$ cat src/rtl/core/kpdt_pkg.sv
// Package for the keypad-set decimal countdown timer core.
// Holds command codes, mode codes, digit constants and the cell control structs.
// No dependencies.
`default_nettype none

package kpdt_pkg;

   // Number of BCD digits in the remaining count: four seconds, two centiseconds
   localparam int unsigned REM_DIGITS = 6;
   localparam int unsigned REM_W      = 4 * REM_DIGITS;
   localparam int unsigned CENTI_DIGITS = 2;

   // Largest decimal digit value
   localparam logic [3:0] DIGIT_MAX = 4'd9;

   // Widths of the result fields
   localparam int unsigned ENTRY_BCD_W = 16;
   localparam int unsigned ENTRY_CNT_W = 3;

   typedef enum logic [2:0] {
      CMD_DIGIT  = 3'd0,
      CMD_ERASE  = 3'd1,
      CMD_START  = 3'd2,
      CMD_TICK   = 3'd3,
      CMD_PAUSE  = 3'd4,
      CMD_RESUME = 3'd5,
      CMD_RESET  = 3'd6
   } cmd_type;

   typedef enum logic [1:0] {
      MODE_ENTRY = 2'd0,
      MODE_RUN   = 2'd1,
      MODE_PAUSE = 2'd2,
      MODE_DONE  = 2'd3
   } mode_type;

   // Control shared by all entry digit cells
   typedef struct packed {
      logic shift_up;    // take the lower neighbor's digit
      logic shift_down;  // take the upper neighbor's digit
      logic clear;
   } ent_ctl_type;

   // Control shared by all remaining-count digit cells
   typedef struct packed {
      logic load;
      logic clear;
   } rem_ctl_type;

endpackage : kpdt_pkg

`default_nettype wire

$ cat src/rtl/core/kpdt_if.sv
// Handshake channels of the countdown timer core: request and response item.
// Depends on kpdt_pkg for field widths.
`default_nettype none

interface kpdt_req_if;
   logic       valid;
   logic       ready;
   logic [2:0] command;
   logic [3:0] digit;

   modport source (output valid, output command, output digit, input ready);
   modport sink   (input valid, input command, input digit, output ready);
endinterface : kpdt_req_if

interface kpdt_rsp_if;
   import kpdt_pkg::*;
   logic                   valid;
   logic                   ready;
   logic [1:0]             mode;
   logic [ENTRY_BCD_W-1:0] entry_bcd;
   logic [ENTRY_CNT_W-1:0] entered_count;
   logic [REM_W-1:0]       remaining_bcd;
   logic                   time_up;

   modport source (output valid, output mode, output entry_bcd, output entered_count,
                   output remaining_bcd, output time_up, input ready);
   modport sink   (input valid, input mode, input entry_bcd, input entered_count,
                   input remaining_bcd, input time_up, output ready);
endinterface : kpdt_rsp_if

`default_nettype wire

$ cat src/rtl/core/keypad_set_decimal_countdown_timer_core.sv
// Keypad-set decimal countdown timer core.
// Each accepted request item yields a response item, held in the response register from the cycle after.
// One item per cycle while the response side is ready; the response register refills in the cycle it drains.
// The borrow ripple through the six count cells sets the longest path.
// Synchronous reset: entry mode, empty entry, zero count, no response pending.
// Depends on kpdt_pkg, kpdt_if, kpdt_entry_cell and kpdt_count_cell.
`default_nettype none

module keypad_set_decimal_countdown_timer_core
   import kpdt_pkg::*;
#(
   parameter int unsigned ENTRY_DIGITS = 4
)(
   input  wire logic   clock,
   input  wire logic   reset,
   kpdt_req_if.sink    req_ch,
   kpdt_rsp_if.source  rsp_ch
);

   localparam int unsigned ENT_W = 4 * ENTRY_DIGITS;
   localparam int unsigned CNT_W = $clog2(ENTRY_DIGITS + 1);

   logic accept;

   mode_type         mode_ff, mode_in;
   logic [CNT_W-1:0] count_ff, count_in;
   ent_ctl_type      ent_ctl;
   rem_ctl_type      rem_ctl;
   logic             dec_en;
   logic             time_up_c;

   logic [ENT_W-1:0] ent_q, ent_d;
   logic [REM_W-1:0] rem_q, rem_d;
   logic [REM_DIGITS:0] borrow;

   logic                   rsp_valid_ff;
   logic [1:0]             rsp_mode_ff;
   logic [ENTRY_BCD_W-1:0] rsp_entry_ff;
   logic [ENTRY_CNT_W-1:0] rsp_count_ff;
   logic [REM_W-1:0]       rsp_remain_ff;
   logic                   rsp_time_up_ff;

   logic [31:0] ent_wide;
   logic [7:0]  cnt_wide;

   cmd_type cmd;

   assign cmd           = cmd_type'(req_ch.command);
   assign req_ch.ready  = !rsp_valid_ff || rsp_ch.ready;
   assign accept        = req_ch.valid && req_ch.ready;

   // Entry digit chain, lowest digit first
   for (genvar k = 0; k < ENTRY_DIGITS; k++) begin : g_ent
      logic [3:0] lower;
      logic [3:0] upper;
      if (k == 0) begin : g_low
         assign lower = req_ch.digit;
      end else begin : g_mid
         assign lower = ent_q[4*(k-1) +: 4];
      end
      if (k == ENTRY_DIGITS - 1) begin : g_top
         assign upper = 4'd0;
      end else begin : g_below
         assign upper = ent_q[4*(k+1) +: 4];
      end
      kpdt_entry_cell u_cell (
         .clock      (clock),
         .reset      (reset),
         .ctl        (ent_ctl),
         .from_lower (lower),
         .from_upper (upper),
         .digit_q    (ent_q[4*k +: 4]),
         .digit_d    (ent_d[4*k +: 4])
      );
   end

   // Remaining-time counter chain; borrow ripples upward from the lowest centisecond
   assign borrow[0] = dec_en;
   for (genvar i = 0; i < REM_DIGITS; i++) begin : g_rem
      logic [3:0] load_val;
      if (i >= CENTI_DIGITS && i - CENTI_DIGITS < ENTRY_DIGITS) begin : g_src
         assign load_val = ent_q[4*(i-CENTI_DIGITS) +: 4];
      end else begin : g_zero
         assign load_val = 4'd0;
      end
      kpdt_count_cell u_cell (
         .clock      (clock),
         .reset      (reset),
         .ctl        (rem_ctl),
         .load_digit (load_val),
         .borrow_in  (borrow[i]),
         .borrow_out (borrow[i+1]),
         .digit_q    (rem_q[4*i +: 4]),
         .digit_d    (rem_d[4*i +: 4])
      );
   end

   // Decode the accepted item into mode, count and cell controls
   always_comb begin
      mode_in   = mode_ff;
      count_in  = count_ff;
      ent_ctl   = '0;
      rem_ctl   = '0;
      dec_en    = 1'b0;
      time_up_c = 1'b0;
      if (accept) begin
         case (cmd)
            CMD_DIGIT: begin
               if (mode_ff == MODE_ENTRY && count_ff < CNT_W'(ENTRY_DIGITS)
                   && req_ch.digit <= DIGIT_MAX) begin
                  ent_ctl.shift_up = 1'b1;
                  count_in         = count_ff + CNT_W'(1);
               end
            end
            CMD_ERASE: begin
               if (mode_ff == MODE_ENTRY && count_ff != '0) begin
                  ent_ctl.shift_down = 1'b1;
                  count_in           = count_ff - CNT_W'(1);
               end
            end
            CMD_START: begin
               if (mode_ff == MODE_ENTRY && count_ff != '0) begin
                  rem_ctl.load = 1'b1;
                  if (rem_d == '0) begin
                     mode_in   = MODE_DONE;
                     time_up_c = 1'b1;
                  end else begin
                     mode_in = MODE_RUN;
                  end
               end
            end
            CMD_TICK: begin
               if (mode_ff == MODE_RUN) begin
                  dec_en = (rem_q != '0);
                  if (rem_d == '0) begin
                     mode_in   = MODE_DONE;
                     time_up_c = 1'b1;
                  end
               end
            end
            CMD_PAUSE: begin
               if (mode_ff == MODE_RUN) begin
                  mode_in = MODE_PAUSE;
               end
            end
            CMD_RESUME: begin
               if (mode_ff == MODE_PAUSE) begin
                  mode_in = MODE_RUN;
               end
            end
            CMD_RESET: begin
               mode_in       = MODE_ENTRY;
               count_in      = '0;
               ent_ctl.clear = 1'b1;
               rem_ctl.clear = 1'b1;
            end
            default: begin
            end
         endcase
      end
   end

   // Hold mode and digit count
   always_ff @(posedge clock) begin
      if (reset) begin
         mode_ff  <= MODE_ENTRY;
         count_ff <= '0;
      end else begin
         mode_ff  <= mode_in;
         count_ff <= count_in;
      end
   end

   // Fit the entry and count into the result field widths
   assign ent_wide = 32'(ent_d);
   assign cnt_wide = 8'(count_in);

   // Response register: valid flag
   always_ff @(posedge clock) begin
      if (reset) begin
         rsp_valid_ff <= 1'b0;
      end else if (accept) begin
         rsp_valid_ff <= 1'b1;
      end else if (rsp_ch.ready) begin
         rsp_valid_ff <= 1'b0;
      end
   end

   // Response register: capture the updated state of each accepted item
   always_ff @(posedge clock) begin
      if (accept) begin
         rsp_mode_ff    <= mode_in;
         rsp_entry_ff   <= ent_wide[ENTRY_BCD_W-1:0];
         rsp_count_ff   <= cnt_wide[ENTRY_CNT_W-1:0];
         rsp_remain_ff  <= rem_d;
         rsp_time_up_ff <= time_up_c;
      end
   end

   assign rsp_ch.valid         = rsp_valid_ff;
   assign rsp_ch.mode          = rsp_mode_ff;
   assign rsp_ch.entry_bcd     = rsp_entry_ff;
   assign rsp_ch.entered_count = rsp_count_ff;
   assign rsp_ch.remaining_bcd = rsp_remain_ff;
   assign rsp_ch.time_up       = rsp_time_up_ff;

endmodule : keypad_set_decimal_countdown_timer_core

`default_nettype wire

$ cat src/rtl/core/kpdt_entry_cell.sv
// One digit cell of the keypad entry shift chain.
// Depends on kpdt_pkg for the control struct.
`default_nettype none

module kpdt_entry_cell
   import kpdt_pkg::*;
(
   input  wire logic        clock,
   input  wire logic        reset,
   input  wire ent_ctl_type ctl,
   input  wire logic [3:0]  from_lower,
   input  wire logic [3:0]  from_upper,
   output logic [3:0]       digit_q,
   output logic [3:0]       digit_d
);

   logic [3:0] digit_ff;
   logic [3:0] digit_in;

   // Pick the next digit: clear, shift toward the top, or shift toward the bottom
   always_comb begin
      digit_in = digit_ff;
      if (ctl.clear) begin
         digit_in = '0;
      end else if (ctl.shift_up) begin
         digit_in = from_lower;
      end else if (ctl.shift_down) begin
         digit_in = from_upper;
      end
   end

   always_ff @(posedge clock) begin
      if (reset) begin
         digit_ff <= '0;
      end else begin
         digit_ff <= digit_in;
      end
   end

   assign digit_q = digit_ff;
   assign digit_d = digit_in;

endmodule : kpdt_entry_cell

`default_nettype wire

$ cat src/rtl/core/kpdt_count_cell.sv
// One BCD digit cell of the remaining-time down counter, with decimal borrow.
// Depends on kpdt_pkg for the control struct and digit constant.
`default_nettype none

module kpdt_count_cell
   import kpdt_pkg::*;
(
   input  wire logic        clock,
   input  wire logic        reset,
   input  wire rem_ctl_type ctl,
   input  wire logic [3:0]  load_digit,
   input  wire logic        borrow_in,
   output logic             borrow_out,
   output logic [3:0]       digit_q,
   output logic [3:0]       digit_d
);

   logic [3:0] digit_ff;
   logic [3:0] digit_in;
   logic       is_zero;

   assign is_zero    = (digit_ff == 4'd0);
   // Pass the borrow on when this digit wraps from zero to nine
   assign borrow_out = borrow_in && is_zero;

   always_comb begin
      digit_in = digit_ff;
      if (ctl.clear) begin
         digit_in = '0;
      end else if (ctl.load) begin
         digit_in = load_digit;
      end else if (borrow_in) begin
         digit_in = is_zero ? DIGIT_MAX : digit_ff - 4'd1;
      end
   end

   always_ff @(posedge clock) begin
      if (reset) begin
         digit_ff <= '0;
      end else begin
         digit_ff <= digit_in;
      end
   end

   assign digit_q = digit_ff;
   assign digit_d = digit_in;

endmodule : kpdt_count_cell

`default_nettype wire

$ cat src/flat_wrapper.sv
// flat-port wrapper written by rule: the top's interface ports become plain ports
module keypad_set_decimal_countdown_timer_core_flat import kpdt_pkg::*;
#(
   parameter int unsigned ENTRY_DIGITS = 4
)
  (clock, reset, req_ch_valid, req_ch_command, req_ch_digit, req_ch_ready, rsp_ch_valid, rsp_ch_mode, rsp_ch_entry_bcd, rsp_ch_entered_count, rsp_ch_remaining_bcd, rsp_ch_time_up, rsp_ch_ready);
  kpdt_req_if req_ch_i ();
  kpdt_rsp_if rsp_ch_i ();
  input  wire logic clock;
  input  wire logic reset;
  input wire logic [$bits(req_ch_i.valid)-1:0] req_ch_valid;
  input wire logic [$bits(req_ch_i.command)-1:0] req_ch_command;
  input wire logic [$bits(req_ch_i.digit)-1:0] req_ch_digit;
  output wire logic [$bits(req_ch_i.ready)-1:0] req_ch_ready;
  output wire logic [$bits(rsp_ch_i.valid)-1:0] rsp_ch_valid;
  output wire logic [$bits(rsp_ch_i.mode)-1:0] rsp_ch_mode;
  output wire logic [$bits(rsp_ch_i.entry_bcd)-1:0] rsp_ch_entry_bcd;
  output wire logic [$bits(rsp_ch_i.entered_count)-1:0] rsp_ch_entered_count;
  output wire logic [$bits(rsp_ch_i.remaining_bcd)-1:0] rsp_ch_remaining_bcd;
  output wire logic [$bits(rsp_ch_i.time_up)-1:0] rsp_ch_time_up;
  input wire logic [$bits(rsp_ch_i.ready)-1:0] rsp_ch_ready;
  assign req_ch_i.valid = req_ch_valid;
  assign req_ch_i.command = req_ch_command;
  assign req_ch_i.digit = req_ch_digit;
  assign req_ch_ready = req_ch_i.ready;
  assign rsp_ch_valid = rsp_ch_i.valid;
  assign rsp_ch_mode = rsp_ch_i.mode;
  assign rsp_ch_entry_bcd = rsp_ch_i.entry_bcd;
  assign rsp_ch_entered_count = rsp_ch_i.entered_count;
  assign rsp_ch_remaining_bcd = rsp_ch_i.remaining_bcd;
  assign rsp_ch_time_up = rsp_ch_i.time_up;
  assign rsp_ch_i.ready = rsp_ch_ready;
  keypad_set_decimal_countdown_timer_core #(.ENTRY_DIGITS(ENTRY_DIGITS)) u_core (.clock(clock), .reset(reset), .req_ch(req_ch_i), .rsp_ch(rsp_ch_i));
endmodule
$ cat config.mk
export PLATFORM = sky130hd
export DESIGN_NAME = keypad_set_decimal_countdown_timer_core_flat
export DESIGN_NICKNAME = d
export VERILOG_FILES = /design/src/rtl/core/kpdt_pkg.sv /design/src/rtl/core/kpdt_if.sv /design/src/rtl/core/keypad_set_decimal_countdown_timer_core.sv /design/src/rtl/core/kpdt_entry_cell.sv /design/src/rtl/core/kpdt_count_cell.sv /design/src/flat_wrapper.sv
export SDC_FILE = /design/constraint.sdc
export NUM_CORES = 1
export LEC_CHECK = 0
export BUFFER_PORTS_ARGS = -buffer_cell sky130_fd_sc_hd__buf_2
export CAP_MARGIN = 40
export CORE_UTILIZATION = 45
export DETAILED_ROUTE_END_ITERATION = 8
export GPL_TIMING_DRIVEN = 0
export PLACE_DENSITY_LB_ADDON = 0.3
export SLEW_MARGIN = 20
export SYNTH_ARGS = -nofsm -noshare
export SYNTH_HDL_FRONTEND = slang
export SYNTH_SLANG_ARGS = --single-unit
$ cat constraint.sdc
create_clock -name clock -period 5 [get_ports clock]
set_clock_uncertainty 0.15 [all_clocks]
set_input_delay 1 -clock clock [delete_from_list [all_inputs] [get_ports clock]]
set_output_delay 1 -clock clock [all_outputs]
set_load 0.05 [all_outputs]
# == Yosys cells after proc, flatten, opt, wreduce, memory -nomap -nowiden ==
# Cells that the tools add are included.
# classes
add_sub_neg,8
mul,0
div_mod_pow,0
n_lt_le_gt_ge,2
n_eq_ne,8
n_shift,0
muxes,65
bitwise_logic,0
reduce_logical,23
# ops
cell,n
$mux 4,36
$logic_not 24->1,1
$logic_not 4->1,6
$reduce_bool 24->1,1
$sub 4x1->4 const B,6
$mux 2,8
$mux 1,14
$mux 3,4
$pmux 2 s5,1
$eq 3x3->1 const B,3
$logic_and 1x1->1,9
$pmux 3 s3,1
$eq 3x2->1 const B,2
$le 4x4->1 const B,1
$add 3x1->3 const B,1
$eq 3x1->1 const B,1
$logic_not 3->1,1
$lt 3x3->1 const B,1
$reduce_bool 3->1,1
$sub 3x1->3 const B,1
$eq 2x1->1 const B,1
$eq 2x2->1 const B,1
$logic_not 2->1,1
$pmux 1 s2,1
other kinds (3),3
# totals
reg_bits,92
latchBits,0
ram_bits,0
mem_bits_ro,0
input_bits,11
output_inout_bits,48
elab_cells,124
n_memories,0

# == Logic depth before layout (Yosys ltp) ==
# logic_depth
depth_word,17
ltp_mapped,12
mapped_depth_nobuf,11

# == Cells and area by module ==
# From an unflattened synthesis, not the netlist that was laid out.
# unflattened
cells_unflattened,432
hier_area_um2,4707.0
# modules_own_cells
mod,n_inst,cells_per_inst,area_per_inst_um2,seq_area_each_um2
keypad_set_decimal_countdown_timer_core,1,152,2159.6,1501.4
kpdt_count_cell,6,32,267.8,80.1
kpdt_entry_cell,4,22,235.2,80.1

# == Worst setup path before layout ==
# No wires, ideal clock.
# synth_path
path_kind,in2reg
from,in rsp_ch_ready
to,"reg u_core.rsp_entry_ff[12] (netlist: u_core.rsp_ch.entry_bcd[12]), data pin"
setup_ns,0.266
t_arrival_ns,3.786
required_ns,4.584
setup_slack_ns,0.798
cell_stages,9
path_buffers,2
path_cell_list,nand2b_1 -> buf_2 -> nand2_1 -> inv_1 -> nand2_1 -> clkbuf_1 -> and3_1 -> a21oi_1 -> nor2_1
# synth_via
elab_chain_len,6
# synth_lines
element,line,text
from (decl),flat_wrapper.sv:21,input wire logic [$bits(rsp_ch_i.ready)-1:0] rsp_ch_ready;
$logic_or 1x1->1 *,keypad_set_decimal_countdown_timer_core.sv:49,assign req_ch.ready = !rsp_valid_ff || rsp_ch.ready;
via req_ch_ready,flat_wrapper.sv:14,output wire logic [$bits(req_ch_i.ready)-1:0] req_ch_ready;
$logic_and 1x1->1 *,keypad_set_decimal_countdown_timer_core.sv:50,assign accept = req_ch.valid && req_ch.ready;
via u_core.accept,keypad_set_decimal_countdown_timer_core.sv:23,logic accept;
$mux 3 *,keypad_set_decimal_countdown_timer_core.sv:106,if (accept) begin
$mux 4,kpdt_entry_cell.sv:27,end else if (ctl.shift_down) begin
$mux 4,kpdt_entry_cell.sv:25,end else if (ctl.shift_up) begin
$mux 4 *,kpdt_entry_cell.sv:23,if (ctl.clear) begin
via u_core.ent_d[12],keypad_set_decimal_countdown_timer_core.sv:32,"logic [ENT_W-1:0] ent_q, ent_d;"
to (signal assigned),keypad_set_decimal_countdown_timer_core.sv:193,rsp_entry_ff <= ent_wide[ENTRY_BCD_W-1:0];
to (decl),keypad_set_decimal_countdown_timer_core.sv:38,logic [ENTRY_BCD_W-1:0] rsp_entry_ff;
# The timed path passes the listed nets; every way through them passes the cells marked *.
# A chain may end at the register's enable or synchronous reset.

# == Worst setup path after layout ==
# layout_path
from,in req_ch_command[1]
to,"reg u_core.rsp_mode_ff[1] (netlist: u_core.rsp_ch.mode[1]), data pin"
# layout_via
elab_chain_len,16
word_cells_on_any_way,40
cone_classes,eq/ne: 5; mux: 29; reduce/logical: 6
# layout_lines
element,line,text
from (decl),flat_wrapper.sv:12,input wire logic [$bits(req_ch_i.command)-1:0] req_ch_command;
$eq 3x2->1,keypad_set_decimal_countdown_timer_core.sv:107,case (cmd)
$mux 1,keypad_set_decimal_countdown_timer_core.sv:107,
$mux 1,keypad_set_decimal_countdown_timer_core.sv:106,
$logic_and 1x1->1 (5 in a row),kpdt_count_cell.sv:24,assign borrow_out = borrow_in && is_zero;
$mux 4,kpdt_count_cell.sv:32,end else if (borrow_in) begin
$mux 4,kpdt_count_cell.sv:30,end else if (ctl.load) begin
$mux 4,kpdt_count_cell.sv:28,if (ctl.clear) begin
$logic_not 24->1,"keypad_set_decimal_countdown_timer_core.sv:124, keypad_set_decimal_countdown_timer_core.sv:135",
"$mux 2, on equally long branches","keypad_set_decimal_countdown_timer_core.sv:135, keypad_set_decimal_countdown_timer_core.sv:124",
"$mux 2, on equally long branches","keypad_set_decimal_countdown_timer_core.sv:133, keypad_set_decimal_countdown_timer_core.sv:122",
$pmux 2 s5 *,keypad_set_decimal_countdown_timer_core.sv:107,
$mux 2 *,keypad_set_decimal_countdown_timer_core.sv:106,
via u_core.mode_in[1],keypad_set_decimal_countdown_timer_core.sv:25,"mode_type mode_ff, mode_in;"
to (signal assigned),keypad_set_decimal_countdown_timer_core.sv:192,rsp_mode_ff <= mode_in;
to (decl),keypad_set_decimal_countdown_timer_core.sv:37,logic [1:0] rsp_mode_ff;
# Marks and branches as above.

==> flow_summary.ini <==
[global_routing]
grt_pass1_vias = 3593
grt_max_degree = 27
antenna_found_initial = 0
grt.overflow.total = 0
grt_usage_pct = 23.2
grt_pass1_wl_mm = 18.1

[synth]
synth_adder_area_share_pct = 0.843
syn_nets = 459
synth-compound-area-share_pct = 16.0
ys_seq_area_share_pct = 51.7
synth_edf_count = 46
synth_seq_cells = 92
syn_area_um2 = 4450
synth.area.mux_share_pct = 3.17
postSynthCellCount = 445
yosys.area_share.xor_xnor_pct = 1.18
ys.flop_type = edfxtp_1
async_reset_ff_share_pct = 0
synth_cell_types = 69
yosys.area_share.simple_pct = 23.1
syn_avg_cell_area_um2 = 10.0
synth_top_family_by_area = simple AND/OR/NAND/NOR gates
synth-warning-count = 0

[sta]
max_slew_margin_pct = 52.4
setup_viol = 0
max_freq_mhz = 257
finalCriticalPeriod_ns = 3.90
tns_ns = 0
worstMarginPinSlew_ns = 0.709
rsz0062_at_grt = no
slew_viol_final = 0
final_hold_viol_count = 0
post-route-period-util_pct = 78.0

[drt]
drc = 0
wl_mm = 11.2
first_pass_iters = 4
wl_per_cell_um = 17.3
routed-via-count = 3655
viasPerCell = 5.65
drtIter0Drc = 206
postRouteAntennaNets = 0

[floorplanning]
design.die.area_um2 = 10300
ioPinCount = 59
die_x_um = 101
rows = 35
start_util_pct = 47.3
core_um2 = 9420
die_height_um = 101

[placed_design]
gp_congestion = 0.863
port-buffer-count = 56
post-dp-hpwl_mm = 8.35
place_area_um2 = 4920

[cts]
cts_made_buffers = 9
clock_path_buffers = 2
cts_root_buf = clkbuf_8
cts-hold-fix-buffers = 0
cts_sinks = 92
clkTransAtPathRegs_ns = 0.10
cts-resized-gates = 0
clk-insertion-delay-late_ns = 0.36
cts_tree = yes
post_cts_buffers = 0
htreeDepth = 3

[worst_setup_path]
crit_type = in2reg
cp.arrival_ns = 3.99
cpPeakStageDelay_ns = 0.58
crit_chain = clkbuf_2 > and4b_1 > nand4_1 > buf_2 > o41ai_1 > o31ai_1 > o41ai_1 > nand3_1 > a2111oi_2 > and4_1 > or2_1
crit_path_max_fanout = 10
crit_buf_inv = 2
start_kind = input pin
crit_slowest_cell = o41ai_1
worst_path_most_repeated_cell = o41ai_1
crit_family = compound AO/OA/AOI/OAI gates
end_kind = flop
crit_required_ns = 5.09

[finish]
nets = 527
post-route-util_pct = 54.4
final_area_um2 = 5120
area_growth_pct = 15.0
drive_gt1_share_pct = 18.7
diodes = 0

[outcome]
status = finished, final reports clean

[run]
max_cap_violations = 0

[pwr]
p_per_area_nw_per_um2 = 290
power_mw = 1.48
peakVddDrop_uv = 201
p_leak_nw = 2.16

[min_path]
min_path_type = reg2reg
==> stage by stage <==
step	hold WS, ns	setup slack [ns]	std cells
finish	0.476	1.10	647
global route	0.508	0.996	647
CTS	0.484	1.14	647
detailed placement	0.460	0.761	631
global placement	0.453	0.0631	630
floorplan	0.372	0.798	445
==> cell usage in the layout, fill, tap and decap left out, types with 11 or more instances in the layout <==
cell type / n
a211oi_1: 14
a21oi_1: 11
buf_2: 60
clkbuf_1: 17
dfxtp_1: 46
edfxtp_1: 46
inv_1: 22
mux2i_1: 13
nand2_1: 23
nor2_1: 54
nor2b_1: 29
nor3_1: 14
o21ai_0: 22
==> cells by family after synthesis <==
group,Yosys count
AO/OA/AOI/OAI,98
XOR/XNOR,6
adder cells (fa/ha/maj),3
buffers and inverters,46
flip-flops,92
multiplexers,14
AND/OR/NAND/NOR,186
==> area by class of cell <==
type / count / area (um2)
Timing Repair Buffer: 57 / 308
Tap cell: 129 / 161
Fill cell: 871 / 4290
Clock buffer: 9 / 124
Multi-Input combinational cell: 307 / 1970
Sequential cell: 92 / 2300
Buffer: 23 / 92.6
Clock inverter: 7 / 73.8
Inverter: 23 / 86.3
==> final timing paths <==
| check | from | end | slack (ns) | cells after the start |
|---|---|---|---|---|
| hold reg to reg | u_core.count_ff[2]$_SDFF_PP0_ | u_core.rsp_ch.entered_count[2]$_DFFE_PP_ | 0.48 | 1 |
| setup reg to reg | u_core.g_rem[0].u_cell.digit_q[2]$_SDFF_PP0_ | u_core.rsp_ch.mode[1]$_DFFE_PP_ | 1.44 | 10 |
| setup / recovery | req_ch_command[1] | u_core.rsp_ch.mode[1]$_DFFE_PP_ | 1.10 | 11 |
| hold / removal | u_core.count_ff[2]$_SDFF_PP0_ | u_core.rsp_ch.entered_count[2]$_DFFE_PP_ | 0.48 | 1 |
==> power by group <==
part	total, mW	switching [mW]	internal (mW)
Combinational	0.153	0.121	0.0326
Sequential	0.819	0.00694	0.812
Clock	0.512	0.278	0.234
==> synth_stat cells (3+ instances only) <==
cell      number  area, um2
dfxtp_1       46        921
nand3_1        9       45.0
nand2b_1       3       18.8
edfxtp_1      46       1380
buf_2          4       20.0
and4_1         5       43.8
nor2_1        54        203
nor3_1        14       70.1
nor2b_1       29        181
ha_1           3       37.5
o21bai_1       4       30.0
or4_1          6       45.0
and3_1         4       25.0
clkbuf_1      17       63.8
a31oi_1        5       31.3
o41ai_1        5       43.8
a311oi_1       5       43.8
o21ai_0       22        110
nor4_1         9       56.3
nand2_1       23       86.3
a21oi_1       11       55.1
xor2_1         3       26.3
inv_1         23       86.3
a211oi_1      14        105
a22o_1         3       26.3
mux2i_1       13        130
and2_1         4       25.0
nand4_1        4       25.0
xnor2_1        3       26.3
or2_1          3       18.8
==> metal layers <==
layer / track usage (%) / routed length (um)
met1: 29.9 / 4920
met2: 39.5 / 5600
met3: 4.28 / 513
met4: 7.92 / 190
met5: 0 / 0
==> worst register-to-register path, cell delays in order (launching register included) <==
cell and delay [ns]:
dfxtp_1 0.37, nor4_4 0.38, nand4_1 0.19, buf_2 0.22
o41ai_1 0.34, o31ai_1 0.17, o41ai_1 0.58, nand3_1 0.17
a2111oi_2 0.46, and4_1 0.31, or2_1 0.11
==> registers in the layout, indices dropped and copies added, names as in the netlist <==
register,count
u_core.g_rem.u_cell.digit_q,24
u_core.rsp_ch.remaining_bcd,24
u_core.g_ent.u_cell.digit_q,16
u_core.rsp_ch.entry_bcd,16
u_core.count_ff,3
u_core.rsp_ch.entered_count,3
u_core.mode_ff,2
u_core.rsp_ch.mode,2
u_core.rsp_ch.time_up,1
u_core.rsp_ch.valid,1
(Power assumes the default switching activity.)
